File: src/rtl/flc_pkg.sv
// Types and constants shared by the FIR convolution block and its checker.
package flc_pkg;

  localparam int SMP_W  = 16;
  localparam int CIDX_W = 5;
  localparam int TAP_W  = 6;
  localparam int ACC_W  = 40;
  localparam int PROD_W = 2 * SMP_W;
  localparam int IN_W   = 40;
  localparam int CMP_W  = 8;

  // Item kinds carried on in_tuser.
  localparam logic OP_SAMPLE = 1'b0;
  localparam logic OP_LOAD   = 1'b1;

  typedef logic signed [SMP_W-1:0]  smp_t;
  typedef logic signed [PROD_W-1:0] prod_t;
  typedef logic signed [ACC_W-1:0]  acc_t;

  typedef enum logic [2:0] {
    ST_IDLE = 3'b001,
    ST_MAC  = 3'b010,
    ST_DONE = 3'b100
  } state_t;

endpackage

File: src/rtl/fir_linear_convolution.sv
// Direct-form FIR linear convolution on one shared multiply-accumulate unit.
//
//   Port group  Direction  Contents
//   in_*        slave      sample items and coefficient load items
//   out_*       master     one convolution output per result item
//   cfg_*       write      tap_count register
//
// A load item leaves the input ready. A sample item issues one tap read per
// effective tap, as does each tail output after a sample marked last; the
// single multiplier handles one tap per cycle, and each tap passes the read
// registers and the product register before the sum goes out. Reset (rst_n, synchronous)
// clears the delay line valid bits and the control state at once; the
// coefficient memory is not cleared. A result waiting in the output register
// does not block input, but the next result waits until that one is taken.
module fir_linear_convolution #(
  parameter int MAX_TAPS = 32
) (
  input  logic                     clk,
  input  logic                     rst_n,
  // in_tdata: sample_value[15:0], coef_index[20:16], coef_value[36:21], zero[39:37]
  input  logic [flc_pkg::IN_W-1:0] in_tdata,
  // in_tuser: op
  input  logic                     in_tuser,
  // in_tlast: last_sample
  input  logic                     in_tlast,
  input  logic                     in_tvalid,
  output logic                     in_tready,
  // out_tdata: filtered_value[39:0]
  output logic [flc_pkg::ACC_W-1:0] out_tdata,
  // out_tlast: last_output
  output logic                     out_tlast,
  output logic                     out_tvalid,
  input  logic                     out_tready,
  input  logic                     cfg_wr_en,
  input  logic [flc_pkg::TAP_W-1:0] cfg_wr_data
);

  import flc_pkg::*;

  localparam int AW = $clog2(MAX_TAPS);
  localparam int CW = $clog2(MAX_TAPS + 1);
  localparam logic [AW-1:0] ADDR_TOP = AW'(MAX_TAPS - 1);

  // Memories.
  smp_t coef_mem [MAX_TAPS];
  smp_t dly_mem  [MAX_TAPS];

  // Control and datapath registers.
  state_t             state_r, state_nxt;
  logic [TAP_W-1:0]   tap_count_r, tap_count_nxt;
  logic [AW-1:0]      wp_r, wp_nxt;
  logic [AW-1:0]      rd_ptr_r, rd_ptr_nxt;
  logic [CW-1:0]      iss_cnt_r, iss_cnt_nxt;
  logic [CW-1:0]      taps_r, taps_nxt;
  logic [CW-1:0]      tail_r, tail_nxt;
  logic               last_r, last_nxt;
  logic [MAX_TAPS-1:0] dly_vld_r, dly_vld_nxt;
  logic               rd_v_r, rd_v_nxt;
  logic               mul_v_r;
  smp_t               coef_q_r;
  smp_t               dly_q_r;
  logic               dly_ok_r;
  prod_t              prod_r;
  acc_t               acc_r, acc_nxt;
  logic [ACC_W-1:0]   out_data_r, out_data_nxt;
  logic               out_last_r, out_last_nxt;
  logic               out_valid_r, out_valid_nxt;

  // Input fields.
  smp_t               in_sample;
  logic [CIDX_W-1:0]  in_cidx;
  smp_t               in_coef;
  logic               in_acc;
  logic               coef_idx_ok;
  logic               coef_we;
  logic               dly_we;
  logic [CW-1:0]      taps_eff;
  logic [AW-1:0]      wp_inc;
  logic               out_load;
  smp_t               dly_op;

  assign in_sample   = in_tdata[15:0];
  assign in_cidx     = in_tdata[20:16];
  assign in_coef     = in_tdata[36:21];
  assign in_tready   = (state_r == ST_IDLE);
  assign in_acc      = in_tvalid && in_tready;
  assign coef_idx_ok = (CMP_W'(in_cidx) < CMP_W'(MAX_TAPS));
  assign coef_we     = in_acc && (in_tuser == OP_LOAD) && coef_idx_ok;
  assign dly_we      = in_acc && (in_tuser == OP_SAMPLE);
  assign wp_inc      = (wp_r == ADDR_TOP) ? '0 : wp_r + 1'b1;

  assign out_tdata   = out_data_r;
  assign out_tlast   = out_last_r;
  assign out_tvalid  = out_valid_r;

  // Zero is treated as one tap, anything above the delay depth as the depth.
  always_comb begin
    priority if (tap_count_r == '0) begin
      taps_eff = CW'(1);
    end else if (CMP_W'(tap_count_r) > CMP_W'(MAX_TAPS)) begin
      taps_eff = CW'(MAX_TAPS);
    end else begin
      taps_eff = CW'(tap_count_r);
    end
  end

  assign out_load = (state_r == ST_DONE) && !rd_v_r && !mul_v_r &&
                    (!out_valid_r || out_tready);

  always_comb begin
    state_nxt     = state_r;
    tap_count_nxt = cfg_wr_en ? cfg_wr_data : tap_count_r;
    wp_nxt        = wp_r;
    rd_ptr_nxt    = rd_ptr_r;
    iss_cnt_nxt   = iss_cnt_r;
    taps_nxt      = taps_r;
    tail_nxt      = tail_r;
    last_nxt      = last_r;
    dly_vld_nxt   = dly_vld_r;
    rd_v_nxt      = 1'b0;
    acc_nxt       = mul_v_r ? acc_r + {{(ACC_W-PROD_W){prod_r[PROD_W-1]}}, prod_r} : acc_r;
    out_data_nxt  = out_data_r;
    out_last_nxt  = out_last_r;
    out_valid_nxt = (out_valid_r && !out_tready) ? 1'b1 : 1'b0;

    unique case (state_r)
      ST_IDLE: begin
        if (dly_we) begin
          wp_nxt              = wp_inc;
          dly_vld_nxt[wp_inc] = 1'b1;
          rd_ptr_nxt          = wp_inc;
          iss_cnt_nxt         = '0;
          acc_nxt             = '0;
          taps_nxt            = taps_eff;
          tail_nxt            = in_tlast ? taps_eff - 1'b1 : '0;
          last_nxt            = in_tlast;
          state_nxt           = ST_MAC;
        end
      end
      ST_MAC: begin
        rd_v_nxt    = 1'b1;
        rd_ptr_nxt  = (rd_ptr_r == '0) ? ADDR_TOP : rd_ptr_r - 1'b1;
        iss_cnt_nxt = iss_cnt_r + 1'b1;
        if (iss_cnt_r == taps_r - 1'b1) begin
          state_nxt = ST_DONE;
        end
      end
      ST_DONE: begin
        if (out_load) begin
          out_data_nxt  = acc_r;
          out_last_nxt  = last_r && (tail_r == '0);
          out_valid_nxt = 1'b1;
          if (tail_r != '0) begin
            // Shifting a zero in is just marking the new newest entry empty.
            tail_nxt            = tail_r - 1'b1;
            wp_nxt              = wp_inc;
            dly_vld_nxt[wp_inc] = 1'b0;
            rd_ptr_nxt          = wp_inc;
            iss_cnt_nxt         = '0;
            acc_nxt             = '0;
            state_nxt           = ST_MAC;
          end else begin
            if (last_r) begin
              dly_vld_nxt = '0;
            end
            state_nxt = ST_IDLE;
          end
        end
      end
      default: begin
        state_nxt = ST_IDLE;
      end
    endcase
  end

  always_ff @(posedge clk) begin
    if (!rst_n) begin
      state_r     <= ST_IDLE;
      tap_count_r <= TAP_W'(1);
      wp_r        <= '0;
      rd_ptr_r    <= '0;
      iss_cnt_r   <= '0;
      taps_r      <= CW'(1);
      tail_r      <= '0;
      last_r      <= 1'b0;
      dly_vld_r   <= '0;
      rd_v_r      <= 1'b0;
      mul_v_r     <= 1'b0;
      out_valid_r <= 1'b0;
    end else begin
      state_r     <= state_nxt;
      tap_count_r <= tap_count_nxt;
      wp_r        <= wp_nxt;
      rd_ptr_r    <= rd_ptr_nxt;
      iss_cnt_r   <= iss_cnt_nxt;
      taps_r      <= taps_nxt;
      tail_r      <= tail_nxt;
      last_r      <= last_nxt;
      dly_vld_r   <= dly_vld_nxt;
      rd_v_r      <= rd_v_nxt;
      mul_v_r     <= rd_v_r;
      out_valid_r <= out_valid_nxt;
    end
  end

  // Datapath registers, no reset needed.
  assign dly_op = dly_ok_r ? dly_q_r : '0;

  always_ff @(posedge clk) begin
    dly_ok_r   <= dly_vld_r[rd_ptr_r];
    prod_r     <= coef_q_r * dly_op;
    acc_r      <= acc_nxt;
    out_data_r <= out_data_nxt;
    out_last_r <= out_last_nxt;
  end

  // Coefficient memory: one write port, one registered read port.
  always_ff @(posedge clk) begin
    if (coef_we) begin
      coef_mem[AW'(in_cidx)] <= in_coef;
    end
  end

  // The tap number pairs coefficient i with the entry i places behind the newest.
  always_ff @(posedge clk) begin
    coef_q_r <= coef_mem[iss_cnt_r[AW-1:0]];
  end

  // Delay line memory, used as a circular buffer with newest entry at wp_r.
  always_ff @(posedge clk) begin
    if (dly_we) begin
      dly_mem[wp_inc] <= in_sample;
    end
  end

  always_ff @(posedge clk) begin
    dly_q_r <= dly_mem[rd_ptr_r];
  end

endmodule

File: config.mk
export PLATFORM = sky130hd
export DESIGN_NAME = fir_linear_convolution
export DESIGN_NICKNAME = d
export VERILOG_FILES = /design/src/rtl/flc_pkg.sv /design/src/rtl/fir_linear_convolution.sv
export SDC_FILE = /design/constraint.sdc
export NUM_CORES = 2
export LEC_CHECK = 0
export ABC_CLOCK_PERIOD_IN_PS = 6800
export BUFFER_PORTS_ARGS = -buffer_cell sky130_fd_sc_hd__buf_2
export CAP_MARGIN = 0
export CORE_MARGIN = 5
export CORE_UTILIZATION = 50
export DETAILED_ROUTE_END_ITERATION = 8
export PLACE_DENSITY_LB_ADDON = 0.08
export SYNTH_ARGS = -nofsm -noshare
export SYNTH_HDL_FRONTEND = slang
export SYNTH_SLANG_ARGS = --single-unit
File: constraint.sdc
create_clock -name clk -period 6.8 [get_ports clk]
set_clock_uncertainty 0.1 [all_clocks]
set_input_delay 1.02 -clock clk [delete_from_list [all_inputs] [get_ports clk]]
set_output_delay 1.02 -clock clk [all_outputs]
set_load 0.005 [all_outputs]
==> impl_metrics.py <==
metrics = {
    "clock_network": {
        "cts_max_level": 4,
        "cts-root-buf": "clkbuf_16",
        "clock_sinks": 1243,
        "cts_tree": "built",
        "cts_setup_buffers": 0,
        "cts_buffers": 134,
        "cts_max_path_buffers": 3,
        "clk_pin_slew_ns": 0.06,
        "clk_latency_ns": 0.75,
    },
    "drt": {
        "vias": 32400,
        "postRouteAntennaNets": 0,
        "drc": 0,
        "detail_route.iter0.violations": 2901,
        "drt_wl_total_um": 138000,
        "wl_per_cell_um": 25.0,
        "dr.pass1.iters": 7,
        "viasPerCell": 5.86,
    },
    "logic_synthesis": {
        "yosys.area_share.simple_pct": 5.88,
        "ys_top_cells_by_area": "edfxtp_1 54%, mux4_2 13%, fa_1 8.9%, dfxtp_1 6.0%, ha_1 2.7%",
        "syn_nets": 4162,
        "synth_compound_area_share_pct": 4.37,
        "synth_warnings": 0,
        "synth_fa_ha_area_share_pct": 11.6,
        "netlist_area_mm2": 0.0592,
        "seq_area_frac_synth_pct": 60.0,
        "synthFlopType": "edfxtp_1",
        "yosysUniqueCellTypes": 85,
        "ys_async_sr_fraction_pct": 0,
        "synth.largest_area_cell": "edfxtp_1",
        "post_synth_inst_count": 3718,
        "ys_seq_elements": 1243,
        "synth_edf_count": 1065,
        "syn_area_per_cell_um2": 15.9,
        "synth_xor_area_share_pct": 1.18,
        "synth_top_family_by_area": "multiplexers",
        "synthMuxAreaShare_pct": 13.6,
        "yosysTopAreaCellShare_pct": 54.0,
    },
    "final_layout": {
        "final_area_mm2": 0.0662,
        "layout.nets": 4330,
        "finalNonFillerCells": 5530,
        "n_fill_cell": 9069,
        "final_cell_mix": "1,065 x edfxtp_1, 330 x mux4_2, 318 x inv_1",
        "area_growth_pct": 11.8,
        "layout.cells.most_common": "edfxtp_1",
        "final_layout_size_suffix_gt1_share_pct": 22.0,
    },
    "critical_path": {
        "arrival_ns": 6.99,
        "cp-start-kind": "register",
        "critPathRequiredTime_ns": 7.30,
        "worst-path-max-fanout": 16,
        "criticalPathCategory": "register to register",
        "reg2regPathDepth": 19,
        "r2r_slack_ns": 0.31,
        "worstSetupEndpointType": "register",
    },
    "sta": {
        "grt_setup_unrepaired": "false",
        "period_minus_slack_ns": 6.49,
        "fin_ws_ns": 0.307,
        "worst_slew_pin_slew_ns": 1.22,
        "period_share_pct": 95.5,
        "maxSlewViolCount": 0,
        "slew_headroom_pct": 18.5,
        "final_hold_viol_count": 0,
        "setup_viol": 0,
        "tns_ns": 0,
        "fmax_mhz": 154,
        "hold_ws_ns": 0.361,
    },
    "power_and_ir_drop": {
        "p_leak_nw": 23.7,
        "p_per_area_mw_per_mm2": 319,
        "vdd_ir_drop_max_uv": 279,
    },
    "floorplan": {
        "io_pins": 96,
        "num_rows": 126,
        "die_width_um": 354,
        "fp.dieArea_mm2": 0.125,
        "start_util_pct": 50.2,
        "chipHeight_um": 354,
        "coreArea_mm2": 0.118,
    },
    "global_route": {
        "grt_start_max_net_pins": 140,
        "grt_overflow": 0,
        "grt_pass1_vias": 34100,
        "antenna_found_initial": 5,
        "grt.total_usage_pct": 22.3,
        "grt_pass1_wl_um": 211000,
    },
    "placed_design": {
        "dpl.cell_count": 5286,
        "place_area_mm2": 0.0620,
        "gp_congestion": 0.888,
        "dp_hpwl_um": 87500,
        "io_buffers": 92,
        "dp_worst_setup_slack_ns": 0.198,
    },
    "job": {
        "drv_cap": 0,
    },
    "status": {
        "status": "complete, no violations",
    },
    "min_path": {
        "min_path_type": "register to register",
        "min_path_cells": 0,
    },
}
## flip-flops by register name, indices dropped and copies added (netlist names), 16 cells and up
name       flops
coef_mem     512
dly_mem      512
acc_r         40
out_tdata     40
dly_vld_r     32
prod_r        32
coef_q_r      16
dly_q_r       16
## power breakdown
part | internal (mW) | switching, mW
Clock | 3.92 | 2.96
Combinational | 2.27 | 3.10
Sequential | 8.57 | 0.319
Total | 14.8 | 6.38
## stage by stage
stage               power, mW  util (%)
floorplan                12.9         -
global placement         14.3      52.6
detailed placement       14.5      52.6
CTS                      21.4      56.1
global route             22.3      56.1
finish                   21.1      56.1
## cells by family (layout without fill, tap and decap cells)
logic type,after synthesis,in the layout
AOI/OAI and AO/OA,396,396
xor gates and xnor gates,80,80
adders and majority gates,391,391
buffers and inverters,503,776
DFF,1243,1243
muxes,391,391
other,0,3
and+or+nand+nor,714,714
## critical path, cell delays in order (launching register included)
cell	delay, ns
dfxtp_1	0.80
nand3_1	0.22
fa_1	0.59
inv_1	0.06
fa_1	0.52
fa_1	0.45
fa_1	0.50
fa_1	0.50
inv_1	0.06
fa_1	0.48
inv_1	0.04
ha_1	0.35
a21o_1	0.22
a221oi_2	0.31
o211a_1	0.18
o21ai_1	0.10
a31o_2	0.24
o41a_1	0.36
mux2i_1	0.16
nand4_1	0.09
## per-layer routing
metal,share of wire [%],wire length (um),GRT usage [%]
met1,44,60200,31.4
met2,48,66800,36.4
met3,5.9,8110,3.78
met4,2.3,3160,6.21
met5,0.024,33,0
## Yosys cell counts (all sizes together) (13+ instances only)
cell	number
a21oi	105
nand2	211
mux4	330
nor2b	25
a211oi	13
xnor2	57
a21o	23
nand3	29
a21boi	43
dfxtp	178
inv	319
clkbuf	129
ha	128
fa	263
buf	55
xor2	23
nor2	190
nand2b	14
and2	20
edfxtp	1065
nor3	33
o21ai	120
and3	144
mux2i	28
mux2	33
## path summary, 6_finish.rpt
check / start / end
worst max-delay path: dly_q_r[6] / prod_r[31]
worst min-delay path: acc_r[39] / out_tdata[39]
worst max register to register: dly_q_r[6] / prod_r[31]
worst min register to register: acc_r[39] / out_tdata[39]
## cell type report
type                       count  area, um2  share of cell area (%)
inverter                     319       1200                    1.81
tap                         1536       1920                    2.90
clock inverter                67        581                   0.877
timing repair buffer         216       1440                    2.18
antenna                        3       7.51                  0.0113
sequential                  1243      35600                    53.7
multi-input combinational   1972      21900                    33.1
clock buffer                 174       3600                    5.43
## repair_timing
item / in CTS / in global routing
endpoints found under the setup margin: 0 / 2
gates resized for setup: 0 / 9
hold buffers: 0 / 0
Power figures use the tool's default switching activity.
